File: src/rtl/core/seat_pressure_posture_classifier_macros.svh
// ----------------------------------------------------------------------------
// Seat pressure posture classifier assertion macros
// Concurrent assertion shorthands clocked on clk and disabled during reset.
// ----------------------------------------------------------------------------
`ifndef SEAT_PRESSURE_POSTURE_CLASSIFIER_MACROS_SVH
`define SEAT_PRESSURE_POSTURE_CLASSIFIER_MACROS_SVH

// Consequent must hold in the same cycle as the antecedent.
`define SPPC_ASSERT_SAME(label, ante, cons, msg) \
	label: assert property (@(posedge clk) disable iff (!arst_n) (ante) |-> (cons)) \
		else $error(msg);

// Consequent must hold in the cycle after the antecedent.
`define SPPC_ASSERT_NEXT(label, ante, cons, msg) \
	label: assert property (@(posedge clk) disable iff (!arst_n) (ante) |=> (cons)) \
		else $error(msg);

`endif

File: src/rtl/core/sppc_pkg.sv
// ----------------------------------------------------------------------------
// sppc_pkg
// Shared types and constants of the seat pressure posture classifier.
// ----------------------------------------------------------------------------
`default_nettype none

package sppc_pkg;

	localparam int CELL_W    = 8;
	localparam int NUM_CELLS = 8;
	localparam int PADDR_W   = 5;

	localparam logic [2:0] REG_CHAIR_ADDRESS     = 3'd0;
	localparam logic [2:0] REG_SEAT_THRESHOLD    = 3'd1;
	localparam logic [2:0] REG_POSTURE_THRESHOLD = 3'd2;
	localparam logic [2:0] REG_LEAN_MARGIN       = 3'd3;
	localparam logic [2:0] REG_EMPTY_BACK_THRESH = 3'd4;
	localparam logic [2:0] REG_MAX_SIT_SECONDS   = 3'd5;
	localparam logic [2:0] REG_SECONDS_PER_FRAME = 3'd6;

	localparam logic [2:0] CLASS_GOOD       = 3'd0;
	localparam logic [2:0] CLASS_HUNCH      = 3'd1;
	localparam logic [2:0] CLASS_LEAN_LEFT  = 3'd2;
	localparam logic [2:0] CLASS_LEAN_RIGHT = 3'd3;
	localparam logic [2:0] CLASS_SLOUCH     = 3'd4;

	localparam logic [6:0] SCORE_RESET  = 7'd100;
	localparam logic [6:0] SCORE_STAND  = 7'd95;
	localparam logic [6:0] SCORE_GOOD   = 7'd85;
	localparam logic [6:0] SCORE_LEAN   = 7'd55;
	localparam logic [6:0] SCORE_SLOUCH = 7'd40;
	localparam logic [6:0] SCORE_HUNCH  = 7'd30;

	localparam logic [6:0] RISK_HIGH_LIMIT = 7'd60;
	localparam logic [6:0] RISK_MID_LIMIT  = 7'd30;
	localparam logic [1:0] LEVEL_LOW       = 2'd0;
	localparam logic [1:0] LEVEL_MID       = 2'd1;
	localparam logic [1:0] LEVEL_HIGH      = 2'd2;

	localparam logic [9:0] RISK_FULL   = 10'd100;
	localparam logic [3:0] RISK_KEEP   = 4'd9;
	localparam logic [7:0] DIV10_MUL   = 8'd205;
	localparam int         DIV10_SHIFT = 11;

	localparam logic [15:0] RST_CHAIR_ADDRESS     = 16'd0;
	localparam logic [10:0] RST_SEAT_THRESHOLD    = 11'd200;
	localparam logic [7:0]  RST_POSTURE_THRESHOLD = 8'd40;
	localparam logic [7:0]  RST_LEAN_MARGIN       = 8'd30;
	localparam logic [7:0]  RST_EMPTY_BACK_THRESH = 8'd10;
	localparam logic [15:0] RST_MAX_SIT_SECONDS   = 16'd3600;
	localparam logic [7:0]  RST_SECONDS_PER_FRAME = 8'd1;

	typedef struct packed {
		logic [15:0] chair_address;
		logic [10:0] seat_threshold;
		logic [7:0]  posture_threshold;
		logic [7:0]  lean_margin;
		logic [7:0]  empty_back_threshold;
		logic [15:0] max_sit_seconds;
		logic [7:0]  seconds_per_frame;
	} cfg_t;

	typedef struct packed {
		logic       accepted;
		logic       sitting;
		logic [2:0] pose_class;
		logic [6:0] pose_score;
		logic       break_ack;
	} frame_rec_t;

	typedef struct packed {
		logic        accepted;
		logic [2:0]  pose_class;
		logic [6:0]  pose_score;
		logic [6:0]  risk_average;
		logic [1:0]  strain_level;
		logic [15:0] sit_seconds;
		logic [15:0] stand_seconds;
		logic        break_request;
	} result_t;

endpackage

`default_nettype wire

File: src/rtl/core/sppc_regs.sv
// ----------------------------------------------------------------------------
// sppc_regs
// Configuration register file behind an APB-style port.
// ----------------------------------------------------------------------------
`default_nettype none

module sppc_regs (
	input  wire logic                         clk,
	input  wire logic                         arst_n,
	input  wire logic                         psel,
	input  wire logic                         penable,
	input  wire logic                         pwrite,
	input  wire logic [sppc_pkg::PADDR_W-1:0] paddr,
	input  wire logic [31:0]                  pwdata,
	output logic      [31:0]                  prdata,
	output logic                              pready,
	output sppc_pkg::cfg_t                    cfg
);

	sppc_pkg::cfg_t cfg_q;
	logic [2:0]     reg_idx;
	logic           wr_en;

	assign reg_idx = paddr[4:2];
	assign wr_en   = psel && penable && pwrite;
	assign pready  = 1'b1;
	assign cfg     = cfg_q;

	always_ff @(posedge clk or negedge arst_n) begin
		if (!arst_n) begin
			cfg_q.chair_address        <= sppc_pkg::RST_CHAIR_ADDRESS;
			cfg_q.seat_threshold       <= sppc_pkg::RST_SEAT_THRESHOLD;
			cfg_q.posture_threshold    <= sppc_pkg::RST_POSTURE_THRESHOLD;
			cfg_q.lean_margin          <= sppc_pkg::RST_LEAN_MARGIN;
			cfg_q.empty_back_threshold <= sppc_pkg::RST_EMPTY_BACK_THRESH;
			cfg_q.max_sit_seconds      <= sppc_pkg::RST_MAX_SIT_SECONDS;
			cfg_q.seconds_per_frame    <= sppc_pkg::RST_SECONDS_PER_FRAME;
		end else if (wr_en) begin
			unique case (reg_idx)
				sppc_pkg::REG_CHAIR_ADDRESS:     cfg_q.chair_address        <= pwdata[15:0];
				sppc_pkg::REG_SEAT_THRESHOLD:    cfg_q.seat_threshold       <= pwdata[10:0];
				sppc_pkg::REG_POSTURE_THRESHOLD: cfg_q.posture_threshold    <= pwdata[7:0];
				sppc_pkg::REG_LEAN_MARGIN:       cfg_q.lean_margin          <= pwdata[7:0];
				sppc_pkg::REG_EMPTY_BACK_THRESH: cfg_q.empty_back_threshold <= pwdata[7:0];
				sppc_pkg::REG_MAX_SIT_SECONDS:   cfg_q.max_sit_seconds      <= pwdata[15:0];
				sppc_pkg::REG_SECONDS_PER_FRAME: cfg_q.seconds_per_frame    <= pwdata[7:0];
				default: ;
			endcase
		end
	end

	always_comb begin
		unique case (reg_idx)
			sppc_pkg::REG_CHAIR_ADDRESS:     prdata = 32'(cfg_q.chair_address);
			sppc_pkg::REG_SEAT_THRESHOLD:    prdata = 32'(cfg_q.seat_threshold);
			sppc_pkg::REG_POSTURE_THRESHOLD: prdata = 32'(cfg_q.posture_threshold);
			sppc_pkg::REG_LEAN_MARGIN:       prdata = 32'(cfg_q.lean_margin);
			sppc_pkg::REG_EMPTY_BACK_THRESH: prdata = 32'(cfg_q.empty_back_threshold);
			sppc_pkg::REG_MAX_SIT_SECONDS:   prdata = 32'(cfg_q.max_sit_seconds);
			sppc_pkg::REG_SECONDS_PER_FRAME: prdata = 32'(cfg_q.seconds_per_frame);
			default:                         prdata = 32'd0;
		endcase
	end

endmodule

`default_nettype wire

File: src/rtl/core/sppc_front.sv
// ----------------------------------------------------------------------------
// sppc_front
// Frame filter and posture classifier; builds one record per frame.
// ----------------------------------------------------------------------------
`default_nettype none

module sppc_front (
	input  wire sppc_pkg::cfg_t   cfg,
	input  wire logic [15:0]      source_address,
	input  wire logic             frame_valid,
	input  wire logic [63:0]      back_cells,
	input  wire logic [63:0]      seat_cells,
	input  wire logic             break_ack,
	output sppc_pkg::frame_rec_t  rec
);

	logic [10:0] seat_sum;
	logic [8:0]  left_sum;
	logic [8:0]  right_sum;
	logic [9:0]  upper_sum;
	logic [9:0]  lower_sum;
	logic [7:0]  left_avg;
	logic [7:0]  right_avg;
	logic [7:0]  upper_avg;
	logic [7:0]  lower_avg;
	logic        is_hunch;
	logic        is_lean_left;
	logic        is_lean_right;
	logic        is_slouch;

	always_comb begin
		seat_sum = '0;
		for (int i = 0; i < sppc_pkg::NUM_CELLS; i++) begin
			seat_sum = seat_sum + 11'(seat_cells[sppc_pkg::CELL_W*i +: sppc_pkg::CELL_W]);
		end
	end

	assign left_sum  = 9'(seat_cells[7:0])   + 9'(seat_cells[23:16]);
	assign right_sum = 9'(seat_cells[31:24]) + 9'(seat_cells[47:40]);
	assign upper_sum = 10'(back_cells[7:0])   + 10'(back_cells[15:8])
	                 + 10'(back_cells[23:16]) + 10'(back_cells[31:24]);
	assign lower_sum = 10'(back_cells[39:32]) + 10'(back_cells[47:40])
	                 + 10'(back_cells[55:48]) + 10'(back_cells[63:56]);

	assign left_avg  = left_sum[8:1];
	assign right_avg = right_sum[8:1];
	assign upper_avg = upper_sum[9:2];
	assign lower_avg = lower_sum[9:2];

	assign is_hunch      = (upper_avg > cfg.posture_threshold)
	                    && (lower_avg < cfg.empty_back_threshold);
	assign is_lean_left  = 9'(left_avg) > (9'(right_avg) + 9'(cfg.lean_margin));
	assign is_lean_right = 9'(right_avg) > (9'(left_avg) + 9'(cfg.lean_margin));
	assign is_slouch     = (lower_avg > cfg.posture_threshold)
	                    && (upper_avg < cfg.empty_back_threshold);

	always_comb begin
		rec.accepted  = frame_valid && (source_address == cfg.chair_address);
		rec.sitting   = seat_sum > cfg.seat_threshold;
		rec.break_ack = break_ack;
		if (!rec.sitting) begin
			rec.pose_class = sppc_pkg::CLASS_GOOD;
			rec.pose_score = sppc_pkg::SCORE_STAND;
		end else if (is_hunch) begin
			rec.pose_class = sppc_pkg::CLASS_HUNCH;
			rec.pose_score = sppc_pkg::SCORE_HUNCH;
		end else if (is_lean_left) begin
			rec.pose_class = sppc_pkg::CLASS_LEAN_LEFT;
			rec.pose_score = sppc_pkg::SCORE_LEAN;
		end else if (is_lean_right) begin
			rec.pose_class = sppc_pkg::CLASS_LEAN_RIGHT;
			rec.pose_score = sppc_pkg::SCORE_LEAN;
		end else if (is_slouch) begin
			rec.pose_class = sppc_pkg::CLASS_SLOUCH;
			rec.pose_score = sppc_pkg::SCORE_SLOUCH;
		end else begin
			rec.pose_class = sppc_pkg::CLASS_GOOD;
			rec.pose_score = sppc_pkg::SCORE_GOOD;
		end
	end

endmodule

`default_nettype wire

File: src/rtl/core/sppc_queue.sv
// ----------------------------------------------------------------------------
// sppc_queue
// Small FIFO of classified frame records between front and back.
// ----------------------------------------------------------------------------
`default_nettype none

module sppc_queue #(
	parameter int DEPTH = 2
) (
	input  wire logic                 clk,
	input  wire logic                 arst_n,
	input  wire logic                 push_valid,
	output logic                      push_ready,
	input  wire sppc_pkg::frame_rec_t push_data,
	output logic                      pop_valid,
	input  wire logic                 pop_ready,
	output sppc_pkg::frame_rec_t      pop_data
);

	localparam int AW = (DEPTH > 1) ? $clog2(DEPTH) : 1;
	localparam int CW = $clog2(DEPTH + 1);

	sppc_pkg::frame_rec_t entry_q [DEPTH];
	logic [AW-1:0]        wr_ptr_q;
	logic [AW-1:0]        rd_ptr_q;
	logic [CW-1:0]        count_q;
	logic                 push;
	logic                 pop;

	assign push_ready = count_q != CW'(DEPTH);
	assign pop_valid  = count_q != '0;
	assign pop_data   = entry_q[rd_ptr_q];
	assign push       = push_valid && push_ready;
	assign pop        = pop_valid && pop_ready;

	always_ff @(posedge clk) begin
		if (push) begin
			entry_q[wr_ptr_q] <= push_data;
		end
	end

	always_ff @(posedge clk or negedge arst_n) begin
		if (!arst_n) begin
			wr_ptr_q <= '0;
			rd_ptr_q <= '0;
			count_q  <= '0;
		end else begin
			if (push) begin
				wr_ptr_q <= (wr_ptr_q == AW'(DEPTH - 1)) ? '0 : wr_ptr_q + 1'b1;
			end
			if (pop) begin
				rd_ptr_q <= (rd_ptr_q == AW'(DEPTH - 1)) ? '0 : rd_ptr_q + 1'b1;
			end
			if (push && !pop) begin
				count_q <= count_q + 1'b1;
			end else if (pop && !push) begin
				count_q <= count_q - 1'b1;
			end
		end
	end

endmodule

`default_nettype wire

File: src/rtl/core/sppc_back.sv
// ----------------------------------------------------------------------------
// sppc_back
// Session state: sit and stand timers, risk average, break request, and the
// result register.
// ----------------------------------------------------------------------------
`default_nettype none

module sppc_back (
	input  wire logic                 clk,
	input  wire logic                 arst_n,
	input  wire sppc_pkg::cfg_t       cfg,
	input  wire logic                 rec_valid,
	output logic                      rec_ready,
	input  wire sppc_pkg::frame_rec_t rec,
	output logic                      res_valid,
	input  wire logic                 res_ready,
	output sppc_pkg::result_t         res
);

	logic [2:0]        class_q;
	logic [6:0]        score_q;
	logic [6:0]        risk_q;
	logic [15:0]       sit_q;
	logic [15:0]       stand_q;
	logic              pend_q;
	logic              res_valid_q;
	sppc_pkg::result_t res_q;

	logic              advance;
	logic              pend_acked;
	logic [16:0]       sit_sum;
	logic [16:0]       stand_sum;
	logic [15:0]       sit_sat;
	logic [15:0]       stand_sat;
	logic              raise;
	logic [9:0]        risk_mix;
	logic [17:0]       risk_prod;
	logic [6:0]        risk_next;

	logic [2:0]        class_n;
	logic [6:0]        score_n;
	logic [6:0]        risk_n;
	logic [15:0]       sit_n;
	logic [15:0]       stand_n;
	logic              pend_n;
	logic              req_n;

	assign rec_ready = !res_valid_q || res_ready;
	assign advance   = rec_valid && rec_ready;
	assign res_valid = res_valid_q;
	assign res       = res_q;

	assign pend_acked = pend_q && !rec.break_ack;
	assign sit_sum    = 17'(sit_q) + 17'(cfg.seconds_per_frame);
	assign stand_sum  = 17'(stand_q) + 17'(cfg.seconds_per_frame);
	assign sit_sat    = sit_sum[16] ? 16'hFFFF : sit_sum[15:0];
	assign stand_sat  = stand_sum[16] ? 16'hFFFF : stand_sum[15:0];
	assign raise      = (sit_sat >= cfg.max_sit_seconds) && !pend_acked;

	// Division by ten as a multiply by 205/2048, exact below 1029.
	assign risk_mix  = 10'(risk_q) * 10'(sppc_pkg::RISK_KEEP)
	                 + sppc_pkg::RISK_FULL - 10'(rec.pose_score);
	assign risk_prod = 18'(risk_mix) * 18'(sppc_pkg::DIV10_MUL);
	assign risk_next = risk_prod[sppc_pkg::DIV10_SHIFT +: 7];

	always_comb begin
		class_n = class_q;
		score_n = score_q;
		risk_n  = risk_q;
		sit_n   = sit_q;
		stand_n = stand_q;
		pend_n  = pend_acked;
		req_n   = 1'b0;
		if (rec.accepted) begin
			class_n = rec.pose_class;
			score_n = rec.pose_score;
			risk_n  = risk_next;
			if (rec.sitting) begin
				sit_n   = sit_sat;
				stand_n = '0;
				req_n   = raise;
				pend_n  = pend_acked || raise;
			end else begin
				sit_n   = '0;
				stand_n = stand_sat;
			end
		end
	end

	always_ff @(posedge clk or negedge arst_n) begin
		if (!arst_n) begin
			class_q     <= sppc_pkg::CLASS_GOOD;
			score_q     <= sppc_pkg::SCORE_RESET;
			risk_q      <= '0;
			sit_q       <= '0;
			stand_q     <= '0;
			pend_q      <= 1'b0;
			res_valid_q <= 1'b0;
		end else begin
			if (advance) begin
				class_q     <= class_n;
				score_q     <= score_n;
				risk_q      <= risk_n;
				sit_q       <= sit_n;
				stand_q     <= stand_n;
				pend_q      <= pend_n;
				res_valid_q <= 1'b1;
			end else if (res_ready) begin
				res_valid_q <= 1'b0;
			end
		end
	end

	always_ff @(posedge clk) begin
		if (advance) begin
			res_q.accepted      <= rec.accepted;
			res_q.pose_class    <= class_n;
			res_q.pose_score    <= score_n;
			res_q.risk_average  <= risk_n;
			res_q.sit_seconds   <= sit_n;
			res_q.stand_seconds <= stand_n;
			res_q.break_request <= req_n;
			if (risk_n > sppc_pkg::RISK_HIGH_LIMIT) begin
				res_q.strain_level <= sppc_pkg::LEVEL_HIGH;
			end else if (risk_n > sppc_pkg::RISK_MID_LIMIT) begin
				res_q.strain_level <= sppc_pkg::LEVEL_MID;
			end else begin
				res_q.strain_level <= sppc_pkg::LEVEL_LOW;
			end
		end
	end

endmodule

`default_nettype wire

File: src/rtl/core/seat_pressure_posture_classifier.sv
// ----------------------------------------------------------------------------
// seat_pressure_posture_classifier
// Chair pressure frame filter, posture classifier and sitting session tracker.
// ----------------------------------------------------------------------------
// The block takes one pressure frame per clock cycle while item_ready is high
// and returns exactly one result per frame, in order. A frame transfer is
// classified in the same cycle and stored in a short record queue; the session
// stage then updates the timers, the risk average and the break flag for one
// record per cycle while results are taken and places the result in an output
// register. The sustained rate of one frame per cycle is set by the session
// stage, where each frame's risk average builds on the one before it. While
// results are held back the queue absorbs up to QUEUE_DEPTH frames before
// item_ready drops. Configuration writes take effect at once and should be made
// only while no frame is in flight.
`default_nettype none

`include "seat_pressure_posture_classifier_macros.svh"

module seat_pressure_posture_classifier #(
	parameter int QUEUE_DEPTH = 2
) (
	input  wire logic                         clk,
	input  wire logic                         arst_n,
	input  wire logic                         psel,
	input  wire logic                         penable,
	input  wire logic                         pwrite,
	input  wire logic [sppc_pkg::PADDR_W-1:0] paddr,
	input  wire logic [31:0]                  pwdata,
	output logic      [31:0]                  prdata,
	output logic                              pready,
	input  wire logic                         item_valid,
	output logic                              item_ready,
	input  wire logic [15:0]                  source_address,
	input  wire logic                         frame_valid,
	input  wire logic [63:0]                  back_cells,
	input  wire logic [63:0]                  seat_cells,
	input  wire logic                         break_ack,
	output logic                              result_valid,
	input  wire logic                         result_ready,
	output logic                              accepted,
	output logic      [2:0]                   pose_class,
	output logic      [6:0]                   pose_score,
	output logic      [6:0]                   risk_average,
	output logic      [1:0]                   strain_level,
	output logic      [15:0]                  sit_seconds,
	output logic      [15:0]                  stand_seconds,
	output logic                              break_request
);

	sppc_pkg::cfg_t       cfg;
	sppc_pkg::frame_rec_t front_rec;
	sppc_pkg::frame_rec_t queue_rec;
	logic                 queue_valid;
	logic                 queue_ready;
	sppc_pkg::result_t    res;

	logic                 brk_shown;
	logic                 sit_limit_met;
	logic                 timers_apart;
	logic                 stand_shown;
	logic                 stand_pose;
	logic                 rec_moved;

	sppc_regs u_regs (
		.clk     (clk),
		.arst_n  (arst_n),
		.psel    (psel),
		.penable (penable),
		.pwrite  (pwrite),
		.paddr   (paddr),
		.pwdata  (pwdata),
		.prdata  (prdata),
		.pready  (pready),
		.cfg     (cfg)
	);

	sppc_front u_front (
		.cfg            (cfg),
		.source_address (source_address),
		.frame_valid    (frame_valid),
		.back_cells     (back_cells),
		.seat_cells     (seat_cells),
		.break_ack      (break_ack),
		.rec            (front_rec)
	);

	sppc_queue #(
		.DEPTH (QUEUE_DEPTH)
	) u_queue (
		.clk        (clk),
		.arst_n     (arst_n),
		.push_valid (item_valid),
		.push_ready (item_ready),
		.push_data  (front_rec),
		.pop_valid  (queue_valid),
		.pop_ready  (queue_ready),
		.pop_data   (queue_rec)
	);

	sppc_back u_back (
		.clk       (clk),
		.arst_n    (arst_n),
		.cfg       (cfg),
		.rec_valid (queue_valid),
		.rec_ready (queue_ready),
		.rec       (queue_rec),
		.res_valid (result_valid),
		.res_ready (result_ready),
		.res       (res)
	);

	assign accepted      = res.accepted;
	assign pose_class    = res.pose_class;
	assign pose_score    = res.pose_score;
	assign risk_average  = res.risk_average;
	assign strain_level  = res.strain_level;
	assign sit_seconds   = res.sit_seconds;
	assign stand_seconds = res.stand_seconds;
	assign break_request = res.break_request;

	assign brk_shown     = result_valid && break_request;
	assign sit_limit_met = sit_seconds >= cfg.max_sit_seconds;
	assign timers_apart  = (sit_seconds == '0) || (stand_seconds == '0);
	assign stand_shown   = result_valid && accepted && (stand_seconds != '0);
	assign stand_pose    = (pose_class == sppc_pkg::CLASS_GOOD)
	                    && (pose_score == sppc_pkg::SCORE_STAND);
	assign rec_moved     = queue_valid && queue_ready;

	`SPPC_ASSERT_SAME(a_break_needs_accept, brk_shown, accepted, "break on a rejected frame")
	`SPPC_ASSERT_SAME(a_break_limit, brk_shown, sit_limit_met, "break below the sitting limit")
	`SPPC_ASSERT_SAME(a_timers_apart, result_valid, timers_apart, "both timers running")
	`SPPC_ASSERT_SAME(a_standing_is_good, stand_shown, stand_pose, "standing frame not good")
	`SPPC_ASSERT_NEXT(a_queue_feeds_back, rec_moved, result_valid, "record without a result")

endmodule

`default_nettype wire
File: config.mk
export PLATFORM = sky130hd
export DESIGN_NAME = seat_pressure_posture_classifier
export DESIGN_NICKNAME = d
export VERILOG_FILES = /design/src/rtl/core/sppc_pkg.sv /design/src/rtl/core/sppc_regs.sv /design/src/rtl/core/sppc_front.sv /design/src/rtl/core/sppc_queue.sv /design/src/rtl/core/sppc_back.sv /design/src/rtl/core/seat_pressure_posture_classifier.sv
export VERILOG_INCLUDE_DIRS = /design/src /design/src/rtl/core
export SDC_FILE = /design/constraint.sdc
export NUM_CORES = 1
export LEC_CHECK = 0
export ABC_AREA = 1
export BUFFER_PORTS_ARGS = -buffer_cell sky130_fd_sc_hd__buf_4
export CORE_AREA = 10 10 241 243
export CTS_CLUSTER_DIAMETER = 120
export DETAILED_ROUTE_END_ITERATION = 8
export DIE_AREA = 0 0 251 253
export HOLD_SLACK_MARGIN = 0.12
export PLACE_DENSITY_LB_ADDON = 0.2
export SLEW_MARGIN = 5
export SYNTH_ARGS = -nofsm -noshare
export SYNTH_HDL_FRONTEND = slang
export SYNTH_SLANG_ARGS = --single-unit
export TNS_END_PERCENT = 100
File: constraint.sdc
create_clock -name clk -period 6.7 [get_ports clk]
set_input_delay 1.005 -clock clk [delete_from_list [all_inputs] [get_ports clk]]
set_output_delay 1.005 -clock clk [all_outputs]
set_load 0.05 [all_outputs]
==> results of run 1 <==
## logic make-up after synthesis
kind of cell             after synthesis
AND/OR/NAND/NOR                      707
XOR/XNOR                              88
multiplexers                           3
adder cells (fa/ha/maj)              328
other                                  2
AO/OA/AOI/OAI                        407
buffers and inverters                508
flip-flops                           207
## per-stage QoR
| step | instances | utilization [%] | setup WS [ps] | area, um^2 | hold WS [ps] |
|---|---|---|---|---|---|
| after global routing | 3284 | 42.90 | -60.78 | 22860 | 477.6 |
| after global placement | 3232 | 40.43 | -521.3 | 21540 | 460.2 |
| after floorplan | 2265 | - | 64.94 | 18520 | 445.8 |
| final | 3284 | 42.90 | 237.2 | 22860 | 444.3 |
| after CTS | 3276 | 41.99 | 0.3721 | 22370 | 470.3 |
| after detailed placement | 3232 | 40.43 | -514.0 | 21540 | 463.9 |
## per-layer routing
metal	track usage (%)	wire length, um	up-vias
met5	0	0	-
li1	-	-	7896
met4	2.719	895	0
met1	22.51	25360	7311
met3	3.322	3175	52
met2	26.04	24110	370
## critical path: cells and delay by family (launching register included)
| family | cells | cell delay, ps |
|---|---|---|
| buffers and inverters | 6 | 450 |
| muxes | 1 | 190 |
| and+or+nand+nor | 12 | 1040 |
| DFF | 1 | 400 |
| adders and majority gates | 9 | 3460 |
| AOI/OAI and AO/OA | 3 | 480 |
| xor gates and xnor gates | 1 | 200 |
## worst paths after layout
path | start | cells after the start | end
setup / recovery | u_queue.rd_ptr_q | 32 | u_back.res[33]
hold / removal | arst_n | 1 | u_back.risk_q[3]
setup reg to reg | u_queue.rd_ptr_q | 32 | u_back.res[33]
hold reg to reg | u_queue.count_q[0] | 1 | u_queue.count_q[0]
max in group asynchronous | arst_n | 2 | u_regs.cfg[69]
min in group clk | u_queue.count_q[0] | 1 | u_queue.count_q[0]
## area by class of cell
class,count,share of cell area (%)
clock buffer,33,2.956
tap,696,3.810
inverter,452,7.423
sequential,207,24.45
timing repair buffer,337,11.12
clock inverter,9,0.3668
multi-input combinational,1550,49.87
## state kept, by name, indices dropped and copies added, names as in the netlist
name and count:
u_queue.wr_ptr_q 1, u_back.class_q 3, u_regs.cfg 75, u_back.res_valid 1, u_back.stand_q 16, u_queue.count_q 2
u_queue.entry_q 24, u_back.res 53, u_back.pend_q 1, u_back.risk_q 7, u_back.sit_q 16, u_back.score_q 7
u_queue.rd_ptr_q 1
## cells in the mapped netlist (24+ instances only)
master	count	area share [%]
nand2_1	484	9.8
nand3_1	73	2.0
edfxtp_1	77	13
ha_1	242	16
o21ai_0	148	4.0
o22ai_1	24	0.81
inv_1	446	9.1
dfrtp_1	111	15
xor2_1	49	2.3
xnor2_1	39	1.9
nor2_1	82	1.7
a21oi_1	134	3.6
fa_1	86	9.3
## cell usage in the layout, fill, tap and decap left out, types with 22 or more instances in the layout
master,count
o21ai_0,140
xnor2_1,37
ha_1,221
nand3_1,71
nand4_1,22
xor2_1,47
edfxtp_1,77
clkbuf_16,25
fa_1,83
a21oi_1,123
dfrtp_1,111
o22ai_1,24
buf_4,334
nand2_1,470
inv_1,437
nor2_1,76
## what timing repair did
| action | 4_1_cts | 5_1_grt |
|---|---|---|
| setup buffers | 2 | 8 |
| setup endpoints to repair | 14 | 36 |
| pin swaps | 3 | 44 |
| gates resized for setup | 13 | 83 |
==> results.py, run 1 <==
metrics = {
    "outcome": {
        "status": "finished clean",
    },
    "floorplan": {
        "fp-row-count": 85,
        "die_height_um": 253,
        "io_pins": 278,
        "die_area_um2": 63500,
        "fp.coreArea_um2": 53280,
        "die_w_um": 251,
        "initial_utilization_pct": 34.65,
    },
    "placed_design": {
        "buffer_ports.inserted": 242,
        "place.gp.congestion": 0.9144,
        "place.detailed.hpwl_um": 44170,
    },
    "grt": {
        "wire_length_of_the_first_global_routing_pass_um": 83630,
        "grt_overflow": 0,
        "grt_max_degree": 86,
        "grt_pass1_vias": 15770,
        "antenna_found_initial": 0,
        "groute.usage.overall_pct": 16.28,
    },
    "timing": {
        "worst_pin_slew_ps": 1098,
        "clock_skew_ps": 16.99,
        "highest_clock_rate_ghz": 0.1547,
        "period_minus_slack_ps": 6463,
        "final_min_period_over_clock_period_pct": 96.46,
        "report.final.setup_viol": 0,
        "max_slew_margin_pct": 26.51,
        "setup_total_negative_slack_ps": 0,
        "final_max_slew_viol_count": 0,
        "hold_viol_final": 0,
    },
    "routing": {
        "routedWlPerCell_um": 16.30,
        "routed_wirelength_um": 53540,
        "drt_first_iter_violations": 878,
        "antenna_violating_nets_post_route": 0,
        "vias_per_cell": 4.759,
        "drt_pass1_iterations": 7,
        "drc": 0,
        "overall_via_count_from_detail_route": 15630,
    },
    "worst_setup_path": {
        "reg2reg_slack_ps": 240,
        "setup.worst_path.end_class": "flop",
        "critical_path_arrival_ps": 6750,
        "critical-path-top-cell-by-count": "fa_1",
        "largest_fanout_on_the_critical_path": 7,
        "timing_worst_setup_path_type": "reg -> reg",
        "cp_slowest_cell": "fa_1",
        "startpoint_class_of_the_critical_path": "flop",
        "critical_path_required_ps": 6990,
        "crit_path_max_incr_delay_ps": 530,
    },
    "synthesis": {
        "synthesized_area_per_cell_um2": 8.206,
        "yosys-mux-area-fraction_pct": 0.1626,
        "synth-async-reset-ratio_pct": 62.80,
        "compound_cell_area_share_of_the_yosys_netlist_pct": 12.63,
        "ys_seq_area_share_pct": 30.27,
        "synthSimpleGateAreaFrac_pct": 16.09,
        "synthesis.area_um2": 18460,
        "synthAdderAreaFrac_pct": 25.73,
        "synthFlopType": "dfrtp_1",
        "synth_edf_count": 77,
        "synth_xor_area_share_pct": 4.175,
        "dominant_combinational_cell_family_by_area_after_synthesis": "adder cells",
        "ys_ff_latch": 207,
        "ys_warns": 0,
        "synthesis.instances": 2250,
        "yosys.cell_types.count": 51,
    },
    "clock_tree": {
        "numClockSinks": 207,
        "holdBufCountCts": 0,
        "clock_path_buffers": 3,
        "cts-buffers-inserted": 23,
        "worst_skew_pair.late_latency_ps": 530,
        "h-tree-depth": 1,
        "clk_root_buffer_cell": "clkbuf_16",
        "clk_pin_slew_ps": 60,
        "clock_tree_from_tritoncts": "yes",
    },
    "job": {
        "drv_cap": 0,
    },
    "layout": {
        "area_growth_pct": 23.79,
        "multi_input_area_um2": 11400,
        "num-fill-cells": 5347,
        "seqCellArea_um2": 5589,
        "nets": 3089,
        "antennaDiodeCount": 0,
        "layout-drive-gt1-share_pct": 20.05,
    },
    "hold_path": {
        "min_path_type": "in -> async",
    },
}
Power of run 1 is left out: the tool's default activity adds up to more than one toggle a clock period on the data nets, which glitch-free logic cannot reach.
==> inputs of run 2 (changes only) <==
--- a/config.mk
+++ b/config.mk
@@ -14,6 +14,7 @@
 export DIE_AREA = 0 0 251 253
 export HOLD_SLACK_MARGIN = 0.12
 export PLACE_DENSITY_LB_ADDON = 0.2
+export REMOVE_ABC_BUFFERS = 1
 export SLEW_MARGIN = 5
 export SYNTH_ARGS = -nofsm -noshare
 export SYNTH_HDL_FRONTEND = slang
==> run 2 against run 1 <==
Net effect: via count decreased by 1.1%; critical path type unchanged; sequential share of layout area decreased by 0.11 points; register-to-register slack improved by 20 ps; die area unchanged; maximum frequency increased by 0.29%; count of clock-buffer cells in the layout increased by 2.
==> results.py, run 2 (same netlist as run 1, synthesis figures left out) <==
metrics = {
    "hold_path": {
        "min_path_type": "reg -> reg",
    },
    "floorplan": {
        "fp.coreArea_um2": 53280,
        "fp-row-count": 85,
        "initial_utilization_pct": 34.65,
        "die_w_um": 251,
        "die_height_um": 253,
        "die_area_um2": 63500,
        "io_pins": 278,
    },
    "worst_setup_path": {
        "setup.worst_path.end_class": "flop",
        "crit_path_max_incr_delay_ps": 570,
        "largest_fanout_on_the_critical_path": 6,
        "reg2reg_slack_ps": 260,
        "critical_path_required_ps": 6970,
        "critical_path_arrival_ps": 6710,
        "timing_worst_setup_path_type": "reg -> reg",
        "cp_slowest_cell": "fa_1",
        "startpoint_class_of_the_critical_path": "flop",
    },
    "layout": {
        "layout-drive-gt1-share_pct": 20.47,
        "area_growth_pct": 24.38,
        "nets": 3089,
        "antennaDiodeCount": 0,
        "most_common_cell_after_layout_fill_and_taps_aside": "nand2_1",
        "largest_register_ff_count": 75,
        "finalCoreUtilization_pct": 43.10,
        "most-common-layout-cells": "nand2_1, inv_1, buf_4",
    },
    "grt": {
        "wire_length_of_the_first_global_routing_pass_um": 80280,
        "antenna_found_initial": 0,
        "grt_overflow": 0,
        "grt_pass1_vias": 16040,
        "groute.usage.overall_pct": 15.37,
        "grt_max_degree": 77,
    },
    "timing": {
        "max_slew_margin_pct": 28.37,
        "hold_viol_final": 0,
        "worst_pin_slew_ps": 1071,
        "final_max_slew_viol_count": 0,
        "final_min_period_over_clock_period_pct": 96.18,
        "report.final.setup_viol": 0,
        "clock_skew_ps": 21.26,
        "highest_clock_rate_ghz": 0.1552,
        "period_minus_slack_ps": 6444,
    },
    "clock_tree": {
        "holdBufCountCts": 0,
        "h-tree-depth": 1,
        "clk_pin_slew_ps": 60,
        "numClockSinks": 207,
        "clock_path_buffers": 3,
        "worst_skew_pair.late_latency_ps": 520,
        "cts-buffers-inserted": 24,
        "clock_tree_from_tritoncts": "yes",
        "clk_root_buffer_cell": "clkbuf_16",
    },
    "placed_design": {
        "place.gp.congestion": 0.8765,
        "buffer_ports.inserted": 242,
        "place.detailed.hpwl_um": 41260,
    },
    "routing": {
        "vias_per_cell": 4.706,
        "highest-signal-layer": "met4",
        "overall_via_count_from_detail_route": 15460,
        "drc": 0,
        "drt_pass1_iterations": 5,
        "met3_length_um": 2101,
        "wl_met2_um": 25500,
        "detail_route.wirelength.met1_um": 22000,
        "routed_wirelength_um": 50610,
        "routedWlPerCell_um": 15.41,
        "drt_first_iter_violations": 686,
        "antenna_violating_nets_post_route": 0,
    },
    "job": {
        "drv_cap": 0,
    },
    "outcome": {
        "status": "finished clean",
    },
}
==> run 2: what timing repair did <==
item	4_1_cts	5_1_grt
resized for setup	16	89
buffers inserted	0	8
setup endpoints to repair	18	36
pin swaps	2	58
==> run 2: worst paths after layout <==
check | from | cells after the start | end
min in group asynchronous | arst_n | 1 | u_back.sit_q[12]
setup / recovery | u_queue.rd_ptr_q | 34 | u_back.res[33]
hold reg to reg | u_queue.count_q[0] | 1 | u_queue.count_q[0]
hold / removal | u_queue.count_q[0] | 1 | u_queue.count_q[0]
max in group asynchronous | arst_n | 2 | u_regs.cfg[8]
setup reg to reg | u_queue.rd_ptr_q | 34 | u_back.res[33]
==> run 2: area by class of cell <==
cell class              count  area (um^2)
fillers                  5331        30320
multi-input cells        1550        11430
flip-flops and latches    207         5589
repair buffers            336         2534
inverters                 452         1697
well taps                 696        870.8
clock buffers              35        713.2
clock inverters             9        132.6
==> run 2: worst max-delay path, delay by kind of cell, from the launching register on <==
family                     cells  cell delay (ps)
AOI/OAI and AO/OA              3              430
buffers and inverters          8              640
muxes                          1              190
DFF                            1              400
adders and majority gates      9             3340
and+or+nand+nor               12             1000
xor gates and xnor gates       1              190
==> run 2: per-layer routing <==
metal,global-route usage (%),vias up
met5,0,-
met4,3.735,0
met3,2.075,46
met2,28.15,303
met1,18.59,7209
li1,-,7900
==> run 2: through the flow <==
stage / TNS (ps) / setup slack [ps] / instance area (um^2) / instances / hold slack [ps]
2_1_floorplan: -54240 / -2764 / 18200 / 2209 / 445.8
3_3_place_gp: -10080 / -633.8 / 21550 / 3233 / 460.8
3_5_place_dp: -10490 / -610.3 / 21550 / 3233 / 469.7
4_1_cts: 0 / 11.69 / 22460 / 3277 / 478.8
5_1_grt: -525.1 / -59.90 / 22960 / 3285 / 503.6
6_report: 0 / 255.9 / 22960 / 3285 / 474.1
Power of run 2 is left out for the same reason.
==> inputs of run 3 (changes only) <==
--- a/config.mk
+++ b/config.mk
@@ -8,10 +8,10 @@
 export LEC_CHECK = 0
 export ABC_AREA = 1
 export BUFFER_PORTS_ARGS = -buffer_cell sky130_fd_sc_hd__buf_4
-export CORE_AREA = 10 10 241 243
+export CORE_AREA = 10 10 238 240
 export CTS_CLUSTER_DIAMETER = 120
 export DETAILED_ROUTE_END_ITERATION = 8
-export DIE_AREA = 0 0 251 253
+export DIE_AREA = 0 0 248 250
 export HOLD_SLACK_MARGIN = 0.12
 export PLACE_DENSITY_LB_ADDON = 0.2
 export REMOVE_ABC_BUFFERS = 1
==> constraint.sdc (replaced) <==
create_clock -name clk -period 6.3 [get_ports clk]
set_input_delay 0.945 -clock clk [delete_from_list [all_inputs] [get_ports clk]]
set_output_delay 0.945 -clock clk [all_outputs]
set_load 0.05 [all_outputs]
==> run 3 against run 2 <==
Net effect: the run now ends with setup timing left; clock skew up 14 ps; die area down 2.4%; flip-flop and latch count unchanged; first-iteration DRC count down 1.7%; core utilization up 2.3 points; maximum frequency up 0.10%; count of clock-buffer cells in the layout down 1; non-clock buffer count up 32.
==> results.py, run 3 (same netlist as run 1, synthesis figures left out) <==
metrics = {
    "outcome": {
        "status": "finished with violations",
        "failed_checks": "setup timing",
    },
    "layout": {
        "largest_register_ff_count": 75,
        "antennaDiodeCount": 0,
        "nets": 3122,
        "most-common-layout-cells": "nand2_1, inv_1, buf_4",
        "most_common_cell_after_layout_fill_and_taps_aside": "nand2_1",
        "layout-drive-gt1-share_pct": 23.98,
        "area_growth_pct": 28.03,
    },
    "grt": {
        "grt_max_degree": 81,
        "antenna_found_initial": 0,
        "groute.usage.overall_pct": 16.06,
        "wire_length_of_the_first_global_routing_pass_um": 81490,
        "grt_pass1_vias": 16030,
        "grt_overflow": 0,
    },
    "job": {
        "drv_cap": 0,
    },
    "worst_setup_path": {
        "worstReg2RegStart": "u_queue.rd_ptr_q",
        "critical_path_arrival_ps": 6720,
        "startpoint_class_of_the_critical_path": "flop",
        "cp-startpoint": "u_queue.rd_ptr_q",
        "cp_slowest_cell": "fa_1",
        "crit_path_max_incr_delay_ps": 560,
        "setup.worst_path.end_class": "flop",
        "largest_fanout_on_the_critical_path": 5,
        "critical_path_required_ps": 6580,
        "r2r_cells": 35,
        "timing_worst_setup_path_type": "reg -> reg",
        "reg2reg_slack_ps": -140,
        "r2r_end": "u_back.res[34]",
    },
    "clock_tree": {
        "clk_pin_slew_ps": 60,
        "h-tree-depth": 1,
        "worst_skew_pair.late_latency_ps": 540,
        "clock_tree_from_tritoncts": "yes",
        "clk_root_buffer_cell": "clkbuf_16",
        "cts-buffers-inserted": 25,
        "numClockSinks": 207,
        "holdBufCountCts": 0,
        "clock_path_buffers": 3,
    },
    "timing": {
        "max_slew_margin_pct": 20.16,
        "setup_total_negative_slack_ps": -278.6,
        "highest_clock_rate_ghz": 0.1553,
        "final_max_slew_viol_count": 0,
        "hold_viol_final": 0,
        "period_minus_slack_ps": 6437,
        "clock_skew_ps": 35.73,
        "worst_pin_slew_ps": 1196,
        "final_critical_path_setup_slack_ps": -137.4,
        "final_min_period_over_clock_period_pct": 102.2,
        "worst_hold_slack_ps": 471.3,
        "report.final.setup_viol": 3,
        "rsz0062_at_grt": "yes",
    },
    "placed_design": {
        "place.detailed.hpwl_um": 41600,
        "buffer_ports.inserted": 242,
        "place.gp.congestion": 0.8772,
    },
    "routing": {
        "routedWlPerCell_um": 15.44,
        "drt_pass1_iterations": 5,
        "antenna_violating_nets_post_route": 0,
        "drt_first_iter_violations": 674,
        "drc": 0,
        "overall_via_count_from_detail_route": 15550,
        "vias_per_cell": 4.696,
        "routed_wirelength_um": 51120,
    },
    "floorplan": {
        "fp.coreArea_um2": 52020,
        "fp-row-count": 84,
        "die_w_um": 248,
        "initial_utilization_pct": 35.49,
        "die_area_um2": 62000,
        "die_height_um": 250,
        "io_pins": 278,
    },
    "hold_path": {
        "min_path_type": "in -> async",
    },
}
[run 3: changes by cell type in the layout (fill, tap and decap cells not counted), sizes merged]
cell      previous run  this run
buf                336       368
bufinv               3         1
clkbuf              35        34
clkinv               4         8
clkinvlp             1         2
[run 3: repair_timing]
item | in CTS | in global routing
pin swaps | 86 | 99
gates resized for setup | 119 | 110
setup endpoints to repair | 36 | 36
buffers inserted | 10 | 9
[run 3: layout make-up]
class / instances / area, um^2
clock inverter: 12 / 102.6
sequential: 207 / 5589
inverter: 452 / 1702
timing repair buffer: 368 / 2834
multi-input combinational: 1550 / 11860
clock buffer: 34 / 689.4
fill: 5089 / 28390
tap: 688 / 860.8
[run 3: metrics by stage]
stage | worst slack (ps) | area, um^2 | utilization [%] | std cells
final | -137.4 | 23640 | 45.44 | 3311
after floorplan | -3104 | 18200 | - | 2209
after detailed placement | -1088 | 21730 | 41.77 | 3251
after global routing | -370.0 | 23640 | 45.44 | 3311
after CTS | -86.66 | 23180 | 44.56 | 3305
after global placement | -887.8 | 21730 | 41.77 | 3251
[run 3: layer usage]
metal	wire, um	GRT usage, %	part of all wire (%)
met3	2320	2.019	4.5
met2	26040	28.91	51
met4	947	3.728	1.9
met5	0	0	0
met1	21810	19.82	43
[run 3: how the worst max path moves through the flow]
stage / end / slack [ps] / cells past startpoint
floorplan: u_queue.count_q[1] / -3100 / 7
global placement: u_queue.entry_q[0][6] / -890 / 34
detailed placement: u_queue.entry_q[1][6] / -1090 / 34
CTS: u_back.res[33] / -90 / 32
global route: u_back.res[34] / -370 / 35
finish: u_back.res[34] / -140 / 35
[run 3: worst max-delay path: cells and delay by family (launching register included)]
kind,cells,cell delay (ps)
AO/OA/AOI/OAI,3,410
flip-flops,1,410
AND/OR/NAND/NOR,14,1130
XOR/XNOR,1,160
buffers and inverters,8,660
adder cells (fa/ha/maj),9,3430
Power of run 3 is left out for the same reason.
